### config.mk
export PLATFORM = sky130hd
export DESIGN_NAME = ils_cell
export DESIGN_NICKNAME = d
export VERILOG_FILES = /design/src/hdl/ils_pkg.sv /design/src/hdl/ils_cell.sv
export SDC_FILE = /design/constraint.sdc
export NUM_CORES = 1
export LEC_CHECK = 0
export BUFFER_PORTS_ARGS = -buffer_cell sky130_fd_sc_hd__buf_2
export CORE_MARGIN = 3
export CORE_UTILIZATION = 45
export CTS_BUF_LIST = sky130_fd_sc_hd__clkbuf_8 sky130_fd_sc_hd__clkbuf_16
export DETAILED_ROUTE_END_ITERATION = 6
export MAX_ROUTING_LAYER = met4
export PLACE_DENSITY = 0.86
export SLEW_MARGIN = 20
export SYNTH_ARGS = -nofsm -noshare
export SYNTH_HDL_FRONTEND = slang
export SYNTH_SLANG_ARGS = --single-unit
### constraint.sdc
create_clock -name i_clk -period 5.3 [get_ports i_clk]
set_input_delay 0.265 -clock i_clk [delete_from_list [all_inputs] [get_ports i_clk]]
set_output_delay 0.265 -clock i_clk [all_outputs]
set_load 0.02 [all_outputs]
### src/hdl/ils_pkg.sv
// shared types and constants for the integer list sorter
package ils_pkg;

    localparam int VALUE_W = 32;

    // one storage slot of the sorting row
    typedef struct packed {
        logic               valid;
        logic [VALUE_W-1:0] value;
    } t_slot;

    // row-wide control broadcast to every cell
    typedef struct packed {
        logic insert;
        logic pop;
    } t_cell_ctl;

endpackage

### src/hdl/ils_cell.sv
// one cell of the insertion sorting row: holds one slot, compares and shifts
module ils_cell (
    input  logic                             i_clk,
    input  logic                             i_rst_n,
    input  ils_pkg::t_cell_ctl               i_ctl,
    input  logic [ils_pkg::VALUE_W-1:0]      i_new_value,
    input  ils_pkg::t_slot                   i_left,
    input  logic                             i_left_gt,
    input  ils_pkg::t_slot                   i_right,
    output ils_pkg::t_slot                   o_slot,
    output logic                             o_gt
);

    logic                        r_valid;
    logic [ils_pkg::VALUE_W-1:0] r_value;
    logic                        n_valid;
    logic [ils_pkg::VALUE_W-1:0] n_value;

    // an empty cell acts as plus infinity
    assign o_gt = !r_valid || ($signed(r_value) > $signed(i_new_value));

    always_comb begin
        n_valid = r_valid;
        n_value = r_value;
        if (i_ctl.pop) begin
            n_valid = i_right.valid;
            n_value = i_right.value;
        end else if (i_ctl.insert && o_gt) begin
            if (i_left_gt) begin
                // make room: take the neighbor's value
                n_valid = i_left.valid;
                n_value = i_left.value;
            end else begin
                n_valid = 1'b1;
                n_value = i_new_value;
            end
        end
    end

    always_ff @(posedge i_clk) begin
        if (!i_rst_n) begin
            r_valid <= 1'b0;
        end else begin
            r_valid <= n_valid;
        end
        r_value <= n_value;
    end

    assign o_slot.valid = r_valid;
    assign o_slot.value = r_value;

endmodule

==> impl_metrics.yaml <==
clock_network:
  post_cts_buffers: 0
  cts_root_buf: "clkbuf_8"
  cts.path.max_buffers: 2
  cts.sinks: 33
  cts_max_level: 2
  insertion_delay_ns: 0.28
  cts_buffers: 5
  clkTransAtPathRegs_ns: 0.06
  cts_tree: "yes"
  hold_buffers: 0
  ctsResizeCount: 0
power:
  p_int_mw: 0.529
  switching_share_pct: 33.1
  switching_power_mw: 0.262
  irDropWorstVdd_mv: 0.129
  seqPwrFrac_pct: 43.9
  finalPower_mw: 0.791
  powerDensity_nw_per_um2: 238
  p_comb_share_pct: 34.2
  p_leak_nw: 1.79
  clkPwrFrac_pct: 21.9
detailed_routing:
  wl_um: 6350
  detail_route.wl_per_cell_um: 13.5
  vias: 2386
  drt.antenna.violating_nets: 0
  initialDrtViolationCount: 121
  avgViaCountPerCell: 5.09
  drc: 0
  drt_first_pass_iters: 4
sta:
  min_period_over_period_pct: 53.3
  tightest_slew_ns: 1.04
  period_minus_slack_ns: 2.83
  rsz0062_at_grt: "no"
  final_max_slew_viol_count: 0
  finClkSkew_ns: 0.00387
  setup_viol_count_final: 0
  setup_tns_ns: 0
  hold_ws_ns: 0.224
  hold_viol: 0
  fmax_mhz: 354
  timing.slew.headroom_pct: 30.6
setup_path:
  critical_path.startpoint: "r_value[14]$_DFFE_PP_"
  setup.worst_path.end: "r_value[24]$_DFFE_PP_"
  r2r_end: "r_value[24]$_DFFE_PP_"
  end_kind: "flip-flop"
  cp.depth: 6
  rrSetupSlack_ns: 2.47
  path_max_fanout: 32
  ff2ff_path_depth: 6
  slowest_stage: "o21ai_4"
  path_cells: "ha_1, nand4_1, a2111oi_0, o31a_1, a211oi_2, o21ai_4"
  startpoint_type: "flip-flop"
  critPathMaxStageDelay_ns: 0.83
  path_delay_family: "compound AO/OA/AOI/OAI gates"
  timing_worst_setup_path_type: "flip-flop to flip-flop"
  reg2reg_from: "r_value[14]$_DFFE_PP_"
  cp.arrival_ns: 2.73
  critical_path_required_ns: 5.20
  path_buf_inv: 0
grt:
  antenna_found_initial: 0
  grt_pass1_vias: 2309
  grt_pass1_wl_um: 9960
  grtUsageTotal_pct: 20.1
  grt_overflow: 0
  grt_max_degree: 69
floorplanning:
  fp-row-count: 26
  core-area_um2: 5270
  die_area_um2: 6530
  die_w_um: 80.8
  ios: 137
  initial_core_util_pct: 47.8
  die_h_um: 80.8
logic_synthesis:
  synth_top_area_cell: "edfxtp_1"
  synth_cell_types: 30
  seq_area_frac_synth_pct: 39.0
  avgSynthCellArea_um2: 9.43
  syn_area_um2: 2520
  synth_ff_type: "edfxtp_1"
  synth.net_count: 402
  async_flop_share_pct: 0
  netlist.area_leader.share_pct: 38.2
  synth_edf_count: 32
  synth.area.top_cells: "edfxtp_1 38%, ha_1 16%, mux2i_1 13%"
  synthTopCellsByCount: "40 x nand2_1, 37 x inv_1, 37 x o21ai_0"
  synth.most_common_cell: "nand2_1"
  yosysWarnings: 0
  netlist_instances: 267
  ys_seq_elements: 33
place:
  hpwl_um: 5210
  port_buffers: 136
  dp_cells: 461
  gp_congestion: 0.819
final_layout:
  finalNonFillerCells: 469
  drive_above_1_share_pct: 36.3
  syn_to_final_growth_pct: 32.1
  layout.nets: 533
  n_antenna_cell: 0
min_path:
  hold_class: "primary input to flip-flop"
run_status:
  status: "finished clean"
run:
  maxCapViolations: 0
power by group through the flow:
stage / logic, mW / registers, mW / clock network [mW]
4_1_cts: 0.273 / 0.347 / 0.178
3_5_place_dp: 0.272 / 0.353 / 0
5_1_grt: 0.305 / 0.352 / 0.187
3_3_place_gp: 0.264 / 0.350 / 0
6_report: 0.271 / 0.347 / 0.173
2_1_floorplan: 0.123 / 0.394 / 0
cell type report:
type,instances,area (um2)
Clock buffer,5,68.8
Clock inverter,3,11.3
Fill cell,471,1950
Inverter,37,139
Multi-Input combinational cell,185,1360
Sequential cell,33,981
Tap cell,70,87.6
Timing Repair Buffer,136,681
sequential cells by signal, indices dropped and copies added (netlist names):
register and cells:
r_valid 1, r_value 32
metal layers:
| layer | vias up | global-route usage, % | part of all wire, % |
|---|---|---|---|
| met2 | 86 | 35.9 | 52 |
| met4 | 0 | 7.09 | 1.7 |
| li1 | 1221 | - | - |
| met3 | 9 | 2.55 | 6.1 |
| met5 | - | - | 0 |
| met1 | 1070 | 23.1 | 40 |
logic make-up (layout without fill, tap and decap cells):
logic type / count (synthesis) / in the layout / share of synthesized area [%]
buf+inv: 49 / 181 / 7.60
flops: 33 / 33 / 39.0
simple gates: 57 / 57 / 9.99
fa+ha+maj: 32 / 32 / 15.9
mux: 32 / 32 / 12.7
compound gates: 64 / 64 / 14.8
through the flow:
step                      utilization, %  setup WS (ns)  instance area [um2]
after floorplan                        -          0.958                 2520
after global placement              61.6           2.56                 3240
after detailed placement            61.6           2.48                 3240
after CTS                           63.1           2.45                 3320
after global routing                63.1           2.20                 3320
final                               63.1           2.47                 3320
worst min path at each step:
stage,depth (start not counted),endpoint,from
finish,2,r_valid$_SDFFE_PN0P_,i_rst_n
floorplan,1,r_valid$_SDFFE_PN0P_,i_rst_n
CTS,2,r_valid$_SDFFE_PN0P_,i_rst_n
global route,2,r_valid$_SDFFE_PN0P_,i_rst_n
global placement,2,r_valid$_SDFFE_PN0P_,i_rst_n
detailed placement,2,r_valid$_SDFFE_PN0P_,i_rst_n
placed cells by master (no fill, tap or decap), drive strengths merged, types with 2 or more instances in the layout:
cell,count
o21ai,38
and4,3
ha,32
a21oi,14
buf,136
nand2,40
nand3,4
nor2,2
nor3,2
inv,40
nand4,5
edfxtp,32
a21o,2
mux2i,32
clkbuf,5
Note: power is estimated with default switching activity, not from simulation.
